$ cat src/rtl/core/rover_avoidance_fsm_assert.svh
// Assertion macros used by the rover avoidance top level.
`ifndef ROVER_AVOIDANCE_FSM_ASSERT_SVH
`define ROVER_AVOIDANCE_FSM_ASSERT_SVH

// Same-cycle implication, sampled on clk, off during rst.
`define RAV_ASSERT_NOW(lbl, ante, cons, msg) \
  lbl: assert property (@(posedge clk) disable iff (rst) (ante) |-> (cons)) \
    else $error(msg);

// Next-cycle implication, sampled on clk, off during rst.
`define RAV_ASSERT_NEXT(lbl, ante, cons, msg) \
  lbl: assert property (@(posedge clk) disable iff (rst) (ante) |=> (cons)) \
    else $error(msg);

`endif

$ cat src/rtl/core/rav_pkg.sv
// Types, codes and mode helpers for the rover avoidance controller.
`default_nettype none

package rav_pkg;

  localparam logic OP_SENSOR = 1'b0;
  localparam logic OP_MANUAL = 1'b1;

  localparam logic [2:0] CFG_TUNNEL_LIMIT = 3'd0;
  localparam logic [2:0] CFG_GROUND_LIMIT = 3'd1;
  localparam logic [2:0] CFG_OBJECT_LIMIT = 3'd2;
  localparam logic [2:0] CFG_HOLD_TIME    = 3'd3;
  localparam logic [2:0] CFG_HALL_LIMIT   = 3'd4;
  localparam logic [2:0] CFG_HALL_ENABLE  = 3'd5;

  localparam logic [7:0]  TUNNEL_LIMIT_RST = 8'd5;
  localparam logic [7:0]  GROUND_LIMIT_RST = 8'd10;
  localparam logic [7:0]  OBJECT_LIMIT_RST = 8'd20;
  localparam logic [15:0] HOLD_TIME_RST    = 16'd2500;
  localparam logic [9:0]  HALL_LIMIT_RST   = 10'd561;

  localparam logic [3:0] MODE_STILL        = 4'd0;
  localparam logic [3:0] MODE_FORWARD      = 4'd1;
  localparam logic [3:0] MODE_BORDER_LEFT  = 4'd2;
  localparam logic [3:0] MODE_BORDER_RIGHT = 4'd3;
  localparam logic [3:0] MODE_FRONT_BACK   = 4'd4;
  localparam logic [3:0] MODE_FRONT_LEFT   = 4'd5;
  localparam logic [3:0] MODE_FRONT_RIGHT  = 4'd6;
  localparam logic [3:0] MODE_OBJECT_LEFT  = 4'd7;
  localparam logic [3:0] MODE_OBJECT_RIGHT = 4'd8;
  localparam logic [3:0] MODE_OVR_FORWARD  = 4'd9;
  localparam logic [3:0] MODE_OVR_LEFT     = 4'd10;
  localparam logic [3:0] MODE_OVR_RIGHT    = 4'd11;
  localparam logic [3:0] MODE_OVR_BACK     = 4'd12;
  localparam logic [3:0] MODE_MAGNET       = 4'd13;
  localparam logic [3:0] MODE_TUNNEL_LEFT  = 4'd14;
  localparam logic [3:0] MODE_TUNNEL_RIGHT = 4'd15;

  // pin bits: 0 lf, 1 lb, 2 le, 3 rf, 4 rb, 5 re
  localparam logic [5:0] PINS_STOP  = 6'h00;
  localparam logic [5:0] PINS_FWD   = 6'h2D;
  localparam logic [5:0] PINS_LEFT  = 6'h35;
  localparam logic [5:0] PINS_RIGHT = 6'h2E;
  localparam logic [5:0] PINS_BACK  = 6'h36;

  typedef struct packed {
    logic [7:0]  tunnel_limit;
    logic [7:0]  ground_limit;
    logic [7:0]  object_limit;
    logic [15:0] hold_time_ms;
    logic [9:0]  hall_limit;
    logic        hall_enable;
  } cfg_t;

  typedef struct packed {
    logic        operation;
    logic [31:0] now_ms;
    logic [7:0]  front_distance;
    logic [7:0]  left_distance;
    logic [7:0]  right_distance;
    logic [7:0]  ground_distance;
    logic        left_border_seen;
    logic        right_border_seen;
    logic [9:0]  hall_level;
    logic [3:0]  command_mode;
    logic        command_auto;
  } item_t;

  typedef struct packed {
    logic [3:0]  mode;
    logic [31:0] entry_time;
    logic        side;
    logic        auto_on;
    logic [5:0]  pins;
  } nav_state_t;

  typedef struct packed {
    nav_state_t st;
    logic       changed;
  } step_t;

  function automatic logic [5:0] mode_pins(input logic [3:0] m);
    logic [5:0] p;
    case (m)
      MODE_STILL:        p = PINS_STOP;
      MODE_FORWARD:      p = PINS_FWD;
      MODE_BORDER_LEFT:  p = PINS_RIGHT;
      MODE_BORDER_RIGHT: p = PINS_LEFT;
      MODE_FRONT_BACK:   p = PINS_BACK;
      MODE_FRONT_LEFT:   p = PINS_LEFT;
      MODE_FRONT_RIGHT:  p = PINS_RIGHT;
      MODE_OBJECT_LEFT:  p = PINS_LEFT;
      MODE_OBJECT_RIGHT: p = PINS_RIGHT;
      MODE_OVR_FORWARD:  p = PINS_FWD;
      MODE_OVR_LEFT:     p = PINS_LEFT;
      MODE_OVR_RIGHT:    p = PINS_RIGHT;
      MODE_OVR_BACK:     p = PINS_BACK;
      MODE_MAGNET:       p = PINS_STOP;
      MODE_TUNNEL_LEFT:  p = PINS_RIGHT;
      MODE_TUNNEL_RIGHT: p = PINS_LEFT;
      default:           p = PINS_STOP;
    endcase
    return p;
  endfunction

  function automatic step_t enter_mode(input step_t s, input logic [3:0] m,
                                       input logic [31:0] now, input logic sig);
    step_t r;
    r = s;
    if (m != s.st.mode) begin
      r.st.mode       = m;
      r.st.entry_time = now;
      r.st.pins       = mode_pins(m);
      if (m == MODE_BORDER_LEFT) r.st.side = 1'b0;
      if (m == MODE_BORDER_RIGHT) r.st.side = 1'b1;
      if (sig) r.changed = 1'b1;
    end
    return r;
  endfunction

endpackage

`default_nettype wire

$ cat src/rtl/core/rav_nav.sv
// Next-state logic for one transaction: manual command or sensor evaluation.
`default_nettype none

module rav_nav
  import rav_pkg::*;
(
  input  wire cfg_t       cfg,
  input  wire nav_state_t state,
  input  wire item_t      item,
  output step_t           nxt
);

  logic [31:0] elapsed;
  logic        timed_out;
  logic        magnet;
  logic        left_tunnel;
  logic        right_tunnel;
  step_t       s;

  assign elapsed      = item.now_ms - state.entry_time;
  assign timed_out    = elapsed > {16'd0, cfg.hold_time_ms};
  assign magnet       = cfg.hall_enable && (item.hall_level < cfg.hall_limit);
  assign left_tunnel  = item.left_distance <= cfg.tunnel_limit;
  assign right_tunnel = item.right_distance <= cfg.tunnel_limit;

  always_comb begin
    s.st      = state;
    s.changed = 1'b0;
    if (item.operation == OP_MANUAL) begin
      s = enter_mode(s, item.command_mode, item.now_ms, 1'b0);
      s.st.auto_on = item.command_auto;
    end else if (state.auto_on) begin
      if (magnet) begin
        s = enter_mode(s, MODE_MAGNET, item.now_ms, 1'b1);
      end else begin
        if (left_tunnel) begin
          s = enter_mode(s, MODE_TUNNEL_LEFT, item.now_ms, 1'b1);
        end else if (right_tunnel) begin
          s = enter_mode(s, MODE_TUNNEL_RIGHT, item.now_ms, 1'b1);
        end else if ((item.left_border_seen && item.right_border_seen) ||
                     (item.ground_distance > cfg.ground_limit)) begin
          s = enter_mode(s, MODE_FRONT_BACK, item.now_ms, 1'b1);
        end else if (item.left_border_seen) begin
          s = enter_mode(s, MODE_BORDER_LEFT, item.now_ms, 1'b1);
        end else if (item.right_border_seen) begin
          s = enter_mode(s, MODE_BORDER_RIGHT, item.now_ms, 1'b1);
        end else if (item.front_distance <= cfg.object_limit) begin
          s = enter_mode(s, s.st.side ? MODE_OBJECT_LEFT : MODE_OBJECT_RIGHT,
                         item.now_ms, 1'b1);
        end

        // exits chain in this order, all against the same elapsed time
        if (s.st.mode == MODE_TUNNEL_LEFT && !left_tunnel)
          s = enter_mode(s, MODE_FORWARD, item.now_ms, 1'b1);
        if (s.st.mode == MODE_TUNNEL_RIGHT && !right_tunnel)
          s = enter_mode(s, MODE_FORWARD, item.now_ms, 1'b1);
        if (s.st.mode == MODE_FRONT_BACK && timed_out)
          s = enter_mode(s, s.st.side ? MODE_FRONT_LEFT : MODE_FRONT_RIGHT,
                         item.now_ms, 1'b1);
        if (s.st.mode == MODE_FRONT_RIGHT && timed_out)
          s = enter_mode(s, MODE_FORWARD, item.now_ms, 1'b1);
        if (s.st.mode == MODE_FRONT_LEFT && timed_out)
          s = enter_mode(s, MODE_FORWARD, item.now_ms, 1'b1);
        if (s.st.mode == MODE_BORDER_LEFT && !item.left_border_seen)
          s = enter_mode(s, MODE_FORWARD, item.now_ms, 1'b1);
        if (s.st.mode == MODE_BORDER_RIGHT && !item.right_border_seen)
          s = enter_mode(s, MODE_FORWARD, item.now_ms, 1'b1);
        if (s.st.mode == MODE_OBJECT_LEFT && timed_out)
          s = enter_mode(s, MODE_FORWARD, item.now_ms, 1'b1);
        if (s.st.mode == MODE_OBJECT_RIGHT && timed_out)
          s = enter_mode(s, MODE_FORWARD, item.now_ms, 1'b1);
      end
    end
  end

  assign nxt = s;

endmodule

`default_nettype wire

$ cat src/rtl/core/rover_avoidance_fsm.sv
// Top level of the rover navigation mode controller.
`default_nettype none

// Takes one transaction per clock: a sensor evaluation or a manual mode command. Each
// transaction is captured in an input register; the mode update logic between that register
// and the result register (detection priority, then the chained exits) is combinational, so one
// transaction per cycle is sustained while out_ready stays high. The navigation state is updated
// as the result is registered, so each transaction sees the state left by the one before it.
// Configuration writes take effect on the next clock and are meant to be made while no
// transaction is in flight.

`include "rover_avoidance_fsm_assert.svh"

module rover_avoidance_fsm
  import rav_pkg::*;
(
  input  wire logic        clk,
  input  wire logic        rst,
  input  wire logic        in_valid,
  output logic             in_ready,
  input  wire logic        operation,
  input  wire logic [31:0] now_ms,
  input  wire logic [7:0]  front_distance,
  input  wire logic [7:0]  left_distance,
  input  wire logic [7:0]  right_distance,
  input  wire logic [7:0]  ground_distance,
  input  wire logic        left_border_seen,
  input  wire logic        right_border_seen,
  input  wire logic [9:0]  hall_level,
  input  wire logic [3:0]  command_mode,
  input  wire logic        command_auto,
  output logic             out_valid,
  input  wire logic        out_ready,
  output logic [3:0]       mode,
  output logic             border_side,
  output logic             left_forward,
  output logic             left_backward,
  output logic             left_enable,
  output logic             right_forward,
  output logic             right_backward,
  output logic             right_enable,
  output logic             mode_changed,
  input  wire logic        cfg_write,
  input  wire logic [2:0]  cfg_index,
  input  wire logic [15:0] cfg_data
);

  cfg_t       cfg;
  nav_state_t state;
  item_t      in_item;
  item_t      s1_item;
  logic       s1_valid;
  step_t      nxt;
  logic       advance;
  logic       step_fire;
  logic [3:0] res_mode;
  logic       res_side;
  logic [5:0] res_pins;
  logic       res_changed;

  assign in_item = '{
    operation:         operation,
    now_ms:            now_ms,
    front_distance:    front_distance,
    left_distance:     left_distance,
    right_distance:    right_distance,
    ground_distance:   ground_distance,
    left_border_seen:  left_border_seen,
    right_border_seen: right_border_seen,
    hall_level:        hall_level,
    command_mode:      command_mode,
    command_auto:      command_auto
  };

  assign advance   = !out_valid || out_ready;
  assign in_ready  = !s1_valid || advance;
  assign step_fire = s1_valid && advance;

  rav_nav u_nav (
    .cfg   (cfg),
    .state (state),
    .item  (s1_item),
    .nxt   (nxt)
  );

  always_ff @(posedge clk) begin
    if (rst) begin
      s1_valid         <= 1'b0;
      out_valid        <= 1'b0;
      state.mode       <= MODE_FORWARD;
      state.entry_time <= 32'd0;
      state.side       <= 1'b0;
      state.auto_on    <= 1'b0;
      state.pins       <= PINS_STOP;
      cfg.tunnel_limit <= TUNNEL_LIMIT_RST;
      cfg.ground_limit <= GROUND_LIMIT_RST;
      cfg.object_limit <= OBJECT_LIMIT_RST;
      cfg.hold_time_ms <= HOLD_TIME_RST;
      cfg.hall_limit   <= HALL_LIMIT_RST;
      cfg.hall_enable  <= 1'b0;
    end else begin
      if (in_ready) s1_valid <= in_valid;
      if (advance) out_valid <= s1_valid;
      if (step_fire) state <= nxt.st;
      if (cfg_write) begin
        case (cfg_index)
          CFG_TUNNEL_LIMIT: cfg.tunnel_limit <= cfg_data[7:0];
          CFG_GROUND_LIMIT: cfg.ground_limit <= cfg_data[7:0];
          CFG_OBJECT_LIMIT: cfg.object_limit <= cfg_data[7:0];
          CFG_HOLD_TIME:    cfg.hold_time_ms <= cfg_data;
          CFG_HALL_LIMIT:   cfg.hall_limit   <= cfg_data[9:0];
          CFG_HALL_ENABLE:  cfg.hall_enable  <= cfg_data[0];
          default: ;
        endcase
      end
    end
  end

  always_ff @(posedge clk) begin
    if (in_valid && in_ready) s1_item <= in_item;
    if (step_fire) begin
      res_mode    <= nxt.st.mode;
      res_side    <= nxt.st.side;
      res_pins    <= nxt.st.pins;
      res_changed <= nxt.changed;
    end
  end

  assign mode           = res_mode;
  assign border_side    = res_side;
  assign left_forward   = res_pins[0];
  assign left_backward  = res_pins[1];
  assign left_enable    = res_pins[2];
  assign right_forward  = res_pins[3];
  assign right_backward = res_pins[4];
  assign right_enable   = res_pins[5];
  assign mode_changed   = res_changed;

  `RAV_ASSERT_NEXT(a_manual_no_change,
    step_fire && s1_item.operation == OP_MANUAL, !mode_changed,
    "manual transaction flagged a mode change")
  `RAV_ASSERT_NEXT(a_pins_follow_mode,
    step_fire && nxt.st.mode != state.mode, state.pins == mode_pins(state.mode),
    "motor pins do not match new mode")
  `RAV_ASSERT_NEXT(a_state_hold_idle,
    !step_fire, $stable(state),
    "navigation state moved without a transaction")
  `RAV_ASSERT_NEXT(a_auto_off_hold,
    step_fire && s1_item.operation == OP_SENSOR && !state.auto_on, $stable(state),
    "sensor step changed state with auto off")

endmodule

`default_nettype wire

$ cat config.mk
export PLATFORM = sky130hd
export DESIGN_NAME = rover_avoidance_fsm
export DESIGN_NICKNAME = d
export VERILOG_FILES = /design/src/rtl/core/rav_pkg.sv /design/src/rtl/core/rav_nav.sv /design/src/rtl/core/rover_avoidance_fsm.sv
export VERILOG_INCLUDE_DIRS = /design/src /design/src/rtl/core
export SDC_FILE = /design/constraint.sdc
export NUM_CORES = 1
export LEC_CHECK = 0
export ABC_AREA = 1
export ABC_CLOCK_PERIOD_IN_PS = 10900
export BUFFER_PORTS_ARGS = -buffer_cell sky130_fd_sc_hd__clkbuf_2
export CAP_MARGIN = 30
export CORE_ASPECT_RATIO = 0.7
export CORE_MARGIN = 2
export CORE_UTILIZATION = 35
export CTS_BUF_LIST = sky130_fd_sc_hd__clkbuf_2
export DETAILED_ROUTE_END_ITERATION = 12
export MAX_ROUTING_LAYER = met4
export SYNTH_ARGS = -nofsm -noshare
export SYNTH_HDL_FRONTEND = slang
export SYNTH_SLANG_ARGS = --single-unit
$ cat constraint.sdc
create_clock -name clk -period 10.9 [get_ports clk]
set_input_delay 1.09 -clock clk [delete_from_list [all_inputs] [get_ports clk]]
set_output_delay 1.09 -clock clk [all_outputs]
set_load 0.02 [all_outputs]
; ---- Yosys cells after proc, flatten, opt, wreduce, memory -nomap -nowiden
; Memory sizes are Yosys's and may differ from the RTL's. A register that Yosys moved wholly into a read port is not among the register bits.
; Index checks and enable logic that the tools add are counted.
[word_totals]
register_bits = 191
rom_bits = 288
inputBits = 106
output_inout_bits = 14
elab_cells = 198
mem_count = 3
[op_classes]
addsub = 1
order_cmp = 6
eq_ne = 39
n_mux = 88
bitwise_logic = 1
n_reduce_logical = 32
[memory_table]
columns = memory, depth, width, read_ports, rd_ports_with_merged_regs, write_ports, line_no
row1 = (no name shown), 16, 6, 1, 1, 0, rav_pkg.sv:84  ; case (m)
row2 = (no name shown), 16, 6, 1, 0, 0, rav_pkg.sv:84
row3 = (no name shown), 16, 6, 1, 0, 0, rav_pkg.sv:84
[ops]
columns = cell, n
row1 = 2-to-1 mux 45 bit, 45
row2 = 2-to-1 mux 36 bit, 12
row3 = 2-to-1 mux 37 bit, 5
row4 = 2-to-1 mux 7 bit, 16
row5 = "equality test 4 x 2 -> 1 bit, second input constant", 8
row6 = greater-than comparator 32 x 16 -> 1 bit, 1
row7 = "!= test 1 x 4 -> 1 bit, first input constant", 8
row8 = subtractor 32 bit, 1
row9 = less-or-equal comparator 8 bit, 3
row10 = "equality test 4 x 3 -> 1 bit, second input constant", 4
row11 = logical AND 1 bit, 13
row12 = "equality test 4 bit, second input constant", 3
row13 = != test 4 bit, 3
row14 = "!= test 4 bit, first input constant", 3
row15 = AND reduction 2 bit, 6
row16 = less-than comparator 10 bit, 1
row17 = greater-than comparator 8 bit, 1
row18 = 2-to-1 mux 4 bit, 2
row19 = "!= test 2 x 4 -> 1 bit, first input constant", 2
row20 = "equality test 3 x 2 -> 1 bit, second input constant", 2
row21 = "equality test 3 bit, second input constant", 2
row22 = zero test 1 bit, 6
row23 = 2-to-1 mux 1 bit, 6
row24 = 2-to-1 mux 6 bit, 1
row25 = other kinds (11), 13

; ---- Depth between registers and ports, before layout
; Gate-level depths: netlist of run 1.
[depth]
word_depth = 71
mapped_depth = 38
ltp_nobuf = 37

; ---- Cells and area by module
; A second synthesis of run 1 with hierarchy kept.
[unflattened]
hier_cells = 2548
area_unflattened_um2 = 16608.4
[by_module_without_submodules]
columns = mod, instances, cells_each, area_per_inst_um2, seq_area_each_um2
row1 = rav_nav, 1, 1914, 9848.2, 0.0
row2 = rover_avoidance_fsm, 1, 634, 6760.2, 4764.6

; ---- Worst setup path after synthesis of run 1
; OpenSTA, ideal clock, no wires.
[synth_path]
kind = register -> register
from = register s1_item[49] (netlist bit)
to = register state[37] (netlist name)
setup_time_ns = 0.119
arrival_ns = 4.365
required_time_ns = 10.781
setup_slack_ns = 6.416
stages_incl_launch_ff = 34
n_path_buf = 2
period_less_slack_ns = 4.484
cell_sequence = edfxtp_1 inv_1 ha_1 inv_1 fa_1 nand3_1 nand3_1 nand3_1 nand3_1 xor2_1 ha_1 nand2_1 nor3_1 nand4_1 nand2_1 nand3_1 nor2_1 nand3_1 nor3_2 nand4_1 nand2_1 nand3_2 nand2_2 inv_1 nor2_4 inv_1 nand3_1 nand3_2 buf_6 buf_6 nand3_1 nand3_1 nand3_1 a21oi_1
[synth_between]
elab_chain_cells = 43
elab_cells_between_ends = 55
classes_between = add/sub (1) / order compare (1) / eq/ne (12) / mux (34) / reduce/logical (7)
[synth_rtl]
columns = element, line_no
row1 = start: declaration, rover_avoidance_fsm.sv:51  ; item_t s1_item;
row2 = start signal: assignment, rover_avoidance_fsm.sv:120  ; if (in_valid && in_ready) s1_item <= in_item;
row3 = subtractor 32 bit (*), rav_nav.sv:20  ; assign elapsed = item.now_ms - state.entry_time;
row4 = greater-than comparator 32 x 16 -> 1 bit (*), rav_nav.sv:21  ; assign timed_out = elapsed > {16'd0, cfg.hold_time_ms};
row5 = logical AND 1 bit, rav_nav.sv:57  ; if (s.st.mode == MODE_FRONT_BACK && timed_out)
row6 = 2-to-1 mux 45 bit, rav_nav.sv:57
row7 = 2-to-1 mux 45 bit, rav_nav.sv:33  ; if (magnet) begin
row8 = 2-to-1 mux 45 bit, rav_nav.sv:32  ; end else if (state.auto_on) begin
row9 = 2-to-1 mux 45 bit, rav_nav.sv:29  ; if (item.operation == OP_MANUAL) begin
row10 = != test 1 x 4 -> 1 bit / equality test 4 x 3 -> 1 bit (equally long branches), "rav_pkg.sv:110, rav_nav.sv:60"
row11 = [... 27 more ...], n/a
row12 = 2-to-1 mux 45 bit, rav_nav.sv:32
row13 = 2-to-1 mux 45 bit, rav_nav.sv:29
row14 = != test 1 x 4 -> 1 bit / equality test 4 bit (equally long branches), "rav_pkg.sv:110, rav_nav.sv:70"
row15 = 2-to-1 mux 36 bit / logical AND 1 bit (equally long branches), "rav_pkg.sv:110, rav_nav.sv:70"
row16 = 2-to-1 mux 45 bit (*), rav_nav.sv:70  ; if (s.st.mode == MODE_OBJECT_RIGHT && timed_out)
row17 = 2-to-1 mux 45 bit (*), rav_nav.sv:33
row18 = 2-to-1 mux 45 bit (*), rav_nav.sv:32
row19 = 2-to-1 mux 45 bit (*), rav_nav.sv:29
; Mark *: on every way between the ends. The rest lies on a longest branch, timed or not. The select of a mux whose other input is x is not followed.
; A chain may end at the register's enable or synchronous reset.

; ---- Final worst setup path of run 1
[layout_path]
from = register s1_item[49] (netlist bit)
to = register state[25] (netlist name)
[layout_between]
elab_chain_cells = 43
elab_cells_between_ends = 55
classes_between = add/sub (1) / order compare (1) / eq/ne (12) / mux (34) / reduce/logical (7)
[layout_rtl]
columns = element, line_no
row1 = subtractor 32 bit (*), rav_nav.sv:20
row2 = greater-than comparator 32 x 16 -> 1 bit (*), rav_nav.sv:21
row3 = logical AND 1 bit, rav_nav.sv:57
row4 = 2-to-1 mux 45 bit, rav_nav.sv:57
row5 = 2-to-1 mux 45 bit, rav_nav.sv:33
row6 = 2-to-1 mux 45 bit, rav_nav.sv:32
row7 = 2-to-1 mux 45 bit, rav_nav.sv:29
row8 = != test 1 x 4 -> 1 bit / equality test 4 x 3 -> 1 bit (equally long branches), "rav_pkg.sv:110, rav_nav.sv:60"
row9 = [... 27 more ...], n/a
row10 = 2-to-1 mux 45 bit, rav_nav.sv:32
row11 = 2-to-1 mux 45 bit, rav_nav.sv:29
row12 = != test 1 x 4 -> 1 bit / equality test 4 bit (equally long branches), "rav_pkg.sv:110, rav_nav.sv:70"
row13 = 2-to-1 mux 36 bit / logical AND 1 bit (equally long branches), "rav_pkg.sv:110, rav_nav.sv:70"
row14 = 2-to-1 mux 45 bit (*), rav_nav.sv:70
row15 = 2-to-1 mux 45 bit (*), rav_nav.sv:33
row16 = 2-to-1 mux 45 bit (*), rav_nav.sv:32
row17 = 2-to-1 mux 45 bit (*), rav_nav.sv:29
; Marked as above.

==> impl_metrics.py, run 1 <==
metrics = {
    "clocking": {
        "cts_num_sinks": 196,
        "numCtsBuffers": 17,
        "worstSkewPairLatency_ns": 1.01,
        "post_cts_buffers": 0,
        "cts_root_buf": "clkbuf_2",
        "holdBufCountCts": 0,
        "cts_resized": 0,
        "cts_tree": "yes",
        "clockBufferDepth": 2,
        "h-tree-depth": 4,
        "clkTransAtPathRegs_ns": 0.35,
    },
    "synthesis": {
        "synthesis.nets": 2583,
        "synth_common_cells": "nand2_1, inv_1, o21ai_0",
        "synthArstFlopShare": 0,
        "synth_edf_count": 94,
        "ys_ff_latch": 196,
        "syn_area_sq_mm": 0.0158,
        "synth_area_leaders": "edfxtp_1, dfxtp_1, nand2_1",
        "synth_ff_type": "dfxtp_1",
        "avgSynthCellArea_sq_um": 6.63,
        "seq_area_frac_synth": 0.308,
        "yosysMostFrequentCell": "nand2_1",
        "synth_top_cell_by_area": "edfxtp_1",
        "synthCells": 2383,
        "synth_warnings": 0,
        "synth_top_cell_area_share": 0.179,
        "yosysUniqueCellTypes": 55,
    },
    "final_layout": {
        "fin_cells": 3047,
        "multi_input_area_sq_mm": 0.00915,
        "fin_nets": 2630,
        "fillers": 4769,
        "syn_to_final_growth_pct": 8.21,
        "seqCellArea_sq_mm": 0.00486,
        "drive_gt1_frac": 0.0913,
    },
    "grt": {
        "overflow": 0,
        "track_usage": 0.255,
        "first_global_vias": 15751,
        "grt_max_degree": 69,
        "antenna_found_initial": 1,
        "grt_pass1_wl_microns": 90100,
    },
    "pwr": {
        "powerDensity_mw_per_mm2": 124,
        "cellLeakagePower_nw": 7.80,
        "ir_drop_v": 0.0000720,
    },
    "routing": {
        "wirelength_microns": 58900,
        "firstDrtPassIters": 8,
        "avgViaCountPerCell": 5.57,
        "wl_met2_microns": 24000,
        "wl_per_cell_microns": 19.3,
        "via_count": 16986,
        "ant_nets": 0,
        "wirelength_met1_microns": 27400,
        "wl_met3_microns": 6410,
        "drt-initial-drc-count": 2052,
        "drc": 0,
        "top_layer": "met4",
    },
    "sta": {
        "fmax_mhz": 150,
        "slew_violations": 0,
        "worst_slew_pin_slew_ns": 0.888,
        "rsz0062_at_grt": "no",
        "setup_viol": 0,
        "hold_viol": 0,
        "finalCritPeriodShare": 0.612,
        "setup_ws_ns": 4.23,
        "timing.hold.ws_ns": 0.215,
        "timing.slew.headroom": 0.406,
        "fin_tns_setup_ns": 0,
        "period_minus_slack_ns": 6.67,
        "skew_ns": 0.0768,
    },
    "place": {
        "io_buffer_count": 119,
        "place.gp.congestion": 0.990,
        "place_worst_setup_slack_ns": 4.48,
        "dpl.hpwl_microns": 40800,
        "dp_cells": 3014,
    },
    "setup_path": {
        "crit_fanout": 32,
        "cp-end-kind": "flop",
        "timing_worst_setup_path_type": "reg2reg",
        "cp.required_ns": 11.82,
        "critPathSlowestCell": "nand2_2",
        "cp_data_arrival_time_ns": 7.59,
        "crit_path_frequent_cell": "nand3_1",
        "worst_setup_path_start_kind": "flop",
        "cpPeakStageDelay_ns": 0.89,
    },
    "worst_hold_path": {
        "min_path_type": "in2reg",
    },
    "status": {
        "status": "completed",
    },
    "floorplanning": {
        "fp.dieW_microns": 258,
        "fp.dieArea_sq_mm": 0.0469,
        "start_util": 0.352,
        "core_region_area_sq_mm": 0.0448,
        "die_h_microns": 182,
        "rows": 65,
        "ios": 120,
    },
    "job": {
        "maxCapViolations": 0,
    },
}
-- layout by cell type (no fill, tap or decap), types with 5 or more instances in the layout --
| cell type | count |
|---|---|
| ha_1 | 93 |
| nand3_2 | 5 |
| o21ai_0 | 256 |
| o2111ai_1 | 10 |
| a32oi_1 | 8 |
| nor2_2 | 8 |
| inv_2 | 7 |
| xor2_1 | 14 |
| a211oi_1 | 5 |
| nand2_1 | 527 |
| nor2_1 | 162 |
| inv_1 | 334 |
| nor3_1 | 23 |
| o211ai_1 | 36 |
| o21bai_1 | 6 |
| nand2_2 | 9 |
| clkbuf_2 | 138 |
| nand3_1 | 177 |
| o21ai_1 | 9 |
| buf_4 | 22 |
| dfxtp_1 | 102 |
| edfxtp_1 | 94 |
| nand4_1 | 25 |
| and2_1 | 7 |
| a221oi_1 | 27 |
| o22ai_1 | 16 |
| clkinv_1 | 6 |
| a21oi_1 | 251 |
-- through the flow --
stage,cell area [sq um],power [mW],util
after floorplan,15800,1.48,-
after global placement,16800,1.71,0.376
after detailed placement,16900,1.72,0.377
after CTS,17100,2.09,0.381
after global routing,17100,2.24,0.381
final,17100,2.11,0.381
-- metal layers --
layer  vias up  track usage
met5         -            -
met4         0       0.0689
met3       115       0.0632
met1      7832        0.362
met2       922        0.355
li1       8117            -
-- worst max-delay path, delay by kind of cell (launching register included) --
family,cells,cell delay (ns)
simple gates,23,4.36
fa+ha+maj,3,0.93
flops,1,0.52
buf+inv,4,0.41
xor+xnor,1,0.19
compound gates,1,0.16
-- power breakdown --
part | internal [mW] | switching, mW
Clock | 0.0711 | 0.297
Combinational | 0.278 | 0.607
Sequential | 0.819 | 0.0393
Total | 1.17 | 0.943
-- layout make-up --
class / count / share of cell area
multi-input combinational: 1725 / 0.535
antenna: 1 / 0.000146
tap: 603 / 0.0442
clock buffer: 19 / 0.00557
inverter: 347 / 0.0763
clock inverter: 13 / 0.00666
sequential: 196 / 0.285
timing repair buffer: 143 / 0.0470
-- state kept, by name, summed over array words and instances (netlist names), named ones only --
name	count
s1_item	82
cfg	51
state	44
res_pins	6
mode	4
border_side	1
mode_changed	1
out_valid	1
s1_valid	1
-- path summary, 6_finish.rpt --
path | startpoint | to | slack [ns] | cells after the start
hold reg to reg | cfg[8] | cfg[8] | 0.48 | 2
setup reg to reg | s1_item[49] | state[25] | 4.23 | 32
hold / removal | now_ms[17] | s1_item[66] | 0.22 | 1
setup / recovery | s1_item[49] | state[25] | 4.23 | 32
-- kinds of logic after synthesis --
| kind of cell | synth area share |
|---|---|
| AND/OR/NAND/NOR | 0.259 |
| XOR/XNOR | 0.00943 |
| adder cells (fa/ha/maj) | 0.0750 |
| buffers and inverters | 0.115 |
| AO/OA/AOI/OAI | 0.234 |
| flip-flops | 0.308 |
(Power assumes the default switching activity.)
==> inputs of run 2 (changes only) <==
--- a/config.mk
+++ b/config.mk
@@ -6,8 +6,8 @@
 export SDC_FILE = /design/constraint.sdc
 export NUM_CORES = 1
 export LEC_CHECK = 0
-export ABC_AREA = 1
-export ABC_CLOCK_PERIOD_IN_PS = 10900
+export ABC_AREA = 0
+export ABC_CLOCK_PERIOD_IN_PS = 6300
 export BUFFER_PORTS_ARGS = -buffer_cell sky130_fd_sc_hd__clkbuf_2
 export CAP_MARGIN = 30
 export CORE_ASPECT_RATIO = 0.7
==> constraint.sdc (replaced) <==
create_clock -name clk -period 6.3 [get_ports clk]
set_input_delay 0.63 -clock clk [delete_from_list [all_inputs] [get_ports clk]]
set_output_delay 0.63 -clock clk [all_outputs]
set_load 0.02 [all_outputs]
==> run 2 against run 1 <==
Against the previous run: critical path depth decreased by 8; sequential power increased by 68%; combinational power decreased by 36%; core utilization increased by 4.6 points; die area decreased by 29%; count of clock-buffer cells in the layout decreased by 1; first-iteration DRC count decreased by 58%; total power increased by 26%; global-route usage decreased by 6.2 points; final cell count decreased by 40%.
==> impl_metrics.py, run 2 <==
metrics = {
    "floorplanning": {
        "fp.dieArea_sq_mm": 0.0331,
        "rows": 54,
        "start_util": 0.355,
        "core_region_area_sq_mm": 0.0311,
        "ios": 120,
        "die_h_microns": 153,
        "fp.dieW_microns": 216,
    },
    "setup_path": {
        "worst_setup_path_start_kind": "flop",
        "endpoint": "state[32]",
        "regToRegEndpoint": "state[32]",
        "timing_worst_setup_path_type": "reg2reg",
        "rrSetupSlack_ns": 0.41,
        "crit_fanout": 31,
        "cp-startpoint": "s1_item[51]",
        "r2r-start": "s1_item[51]",
        "r2r_cells": 24,
        "cp_data_arrival_time_ns": 6.67,
        "cp-end-kind": "flop",
        "cp.required_ns": 7.09,
    },
    "routing": {
        "avgViaCountPerCell": 5.22,
        "via_count": 9546,
        "firstDrtPassIters": 5,
        "wirelength_microns": 30700,
        "wl_per_cell_microns": 16.8,
        "drc": 0,
        "wl_met3_microns": 1750,
        "ant_nets": 0,
        "drt-initial-drc-count": 861,
        "top_layer": "met4",
        "wl_met2_microns": 12800,
        "wirelength_met1_microns": 15700,
    },
    "final_layout": {
        "largestRegisters": "s1_item: 82 flops, cfg: 51 flops, state: 44 flops",
        "final_util": 0.428,
        "fin_nets": 1595,
        "mostFrequentLayoutCells": "nand2_1, clkbuf_2, a21oi_1",
        "top_register": "s1_item",
        "syn_to_final_growth_pct": 20.5,
        "final_common_cell": "nand2_1",
        "largest_register_ffs": 82,
        "drive_gt1_frac": 0.126,
    },
    "grt": {
        "track_usage": 0.192,
        "overflow": 0,
        "antenna_found_initial": 1,
        "grt_max_degree": 55,
        "grt_pass1_wl_microns": 48600,
        "first_global_vias": 9047,
    },
    "clocking": {
        "cts_tree": "yes",
        "clkTransAtPathRegs_ns": 0.28,
        "clockBufferDepth": 2,
        "cts_resized": 0,
        "h-tree-depth": 4,
        "cts_num_sinks": 196,
        "cts_root_buf": "clkbuf_2",
        "worstSkewPairLatency_ns": 0.89,
        "numCtsBuffers": 17,
    },
    "sta": {
        "hold_viol": 0,
        "finalCritPeriodShare": 0.934,
        "slew_violations": 0,
        "period_minus_slack_ns": 5.89,
        "worst_slew_pin_slew_ns": 0.979,
        "timing.slew.headroom": 0.348,
        "rsz0062_at_grt": "no",
        "fin_tns_setup_ns": 0,
        "skew_ns": 0.0401,
        "fmax_mhz": 170,
        "setup_viol": 0,
    },
    "synthesis": {
        "synth_top_cell_by_area": "edfxtp_1",
        "synth_warnings": 0,
        "synth_top_cell_area_share": 0.255,
        "synth_edf_count": 94,
        "seq_area_frac_synth": 0.440,
        "avgSynthCellArea_sq_um": 9.29,
        "yosysMostFrequentCell": "nand2_1",
        "yosysUniqueCellTypes": 79,
        "synth_area_leaders": "edfxtp_1, dfxtp_1, ha_1",
        "synth_common_cells": "nand2_1, a21oi_1, inv_1",
        "synthesis.nets": 1390,
        "syn_area_sq_mm": 0.0111,
        "ys_ff_latch": 196,
        "synthCells": 1190,
        "synth_ff_type": "dfxtp_1",
        "synthArstFlopShare": 0,
    },
    "place": {
        "io_buffer_count": 119,
        "place.gp.congestion": 0.902,
        "dpl.hpwl_microns": 22200,
    },
    "pwr": {
        "powerDensity_mw_per_mm2": 199,
        "total_power_mw": 2.65,
        "cellLeakagePower_nw": 5.25,
        "ir_drop_v": 0.000128,
    },
    "worst_hold_path": {
        "min_path_type": "in2reg",
    },
    "job": {
        "maxCapViolations": 0,
    },
    "status": {
        "status": "completed",
    },
}
run 2: changes by cell type after synthesis, moves of 12 or more:
cell / delta
nand2_1: -384
inv_1: -235
o21ai_0: -197
nand3_1: -160
a21oi_1: -140
nor2_1: -76
clkbuf_1: -61
a22o_1: +31
mux2i_1: +22
a221oi_1: -20
nor2b_1: +14
o211ai_1: -12
run 2: worst min path at each step:
stage | slack [ns] | from | cells past startpoint | end
final | 0.11 | cfg_index[1] | 4 | cfg[0]
after global routing | 0.06 | cfg_index[1] | 4 | cfg[0]
after CTS | 0.009 | cfg_index[1] | 4 | cfg[0]
after detailed placement | 0.45 | cfg[4] | 2 | cfg[4]
after global placement | 0.44 | cfg[39] | 2 | cfg[39]
after floorplan | 0.43 | cfg[0] | 2 | cfg[0]
run 2: power breakdown:
part	internal (mW)	switching, mW	total (mW)
clock network	0.158	0.482	0.641
logic	0.241	0.327	0.569
registers	1.40	0.0402	1.44
run 2: area by class of cell:
type / instances / area, sq um
clock buffers: 18 / 90.1
repair buffers: 229 / 1700
inverters: 104 / 392
fillers: 3074 / 17800
diodes: 1 / 2.50
clock inverters: 14 / 143
flip-flops and latches: 196 / 4860
well taps: 420 / 526
multi-input cells: 847 / 5610
run 2: layer usage:
metal	global-route usage	up-vias
met5	-	-
met4	0.0519	0
met3	0.0393	26
met2	0.271	283
met1	0.278	4494
li1	-	4743
run 2: cells by family (layout without fill, tap and decap cells):
group | after synthesis | after routing | share of synthesized area
AOI/OAI and AO/OA | 350 | 350 | 0.208
xor gates and xnor gates | 26 | 26 | 0.0206
adders and majority gates | 94 | 94 | 0.107
buffers and inverters | 147 | 365 | 0.0528
DFF | 196 | 196 | 0.440
muxes | 23 | 23 | 0.0209
other | 0 | 1 | 0
and+or+nand+nor | 354 | 354 | 0.151
run 2: through the flow:
| stage | instances | setup slack, ns | cell area [sq um] | hold slack (ns) |
|---|---|---|---|---|
| final | 1829 | 0.414 | 13300 | 0.107 |
| after global routing | 1829 | 0.0470 | 13300 | 0.0571 |
| after CTS | 1828 | 0.491 | 13300 | 0.00901 |
| after detailed placement | 1694 | 0.561 | 12100 | 0.452 |
| after global placement | 1693 | 0.774 | 12000 | 0.443 |
| after floorplan | 1190 | 1.65 | 11100 | 0.432 |
run 2: timing repair:
| action | CTS | global route |
|---|---|---|
| buffers inserted | 0 | 0 |
| endpoints found under the hold margin | 125 | 0 |
| hold buffers | 102 | 0 |
run 2: critical path: stages, from the launching register on:
cell and delay (ns):
edfxtp_1 0.49, ha_1 0.41, o211ai_2 0.11, a21oi_1 0.29
nor2_1 0.13, nor2_1 0.16, a31oi_1 0.14, o21ai_0 0.32
nand3_1 0.12, nand2_1 0.09, xor2_1 0.15, ha_1 0.27
and4_1 0.22, nand3_1 0.09, a21oi_1 0.06, a2111oi_0 0.63
o22a_1 0.26, nand4_1 0.07, nor4_1 0.42, nand4_4 0.24
a21boi_4 0.30, a41o_1 0.25, nor3_4 0.04, buf_4 0.28
a22o_1 0.27
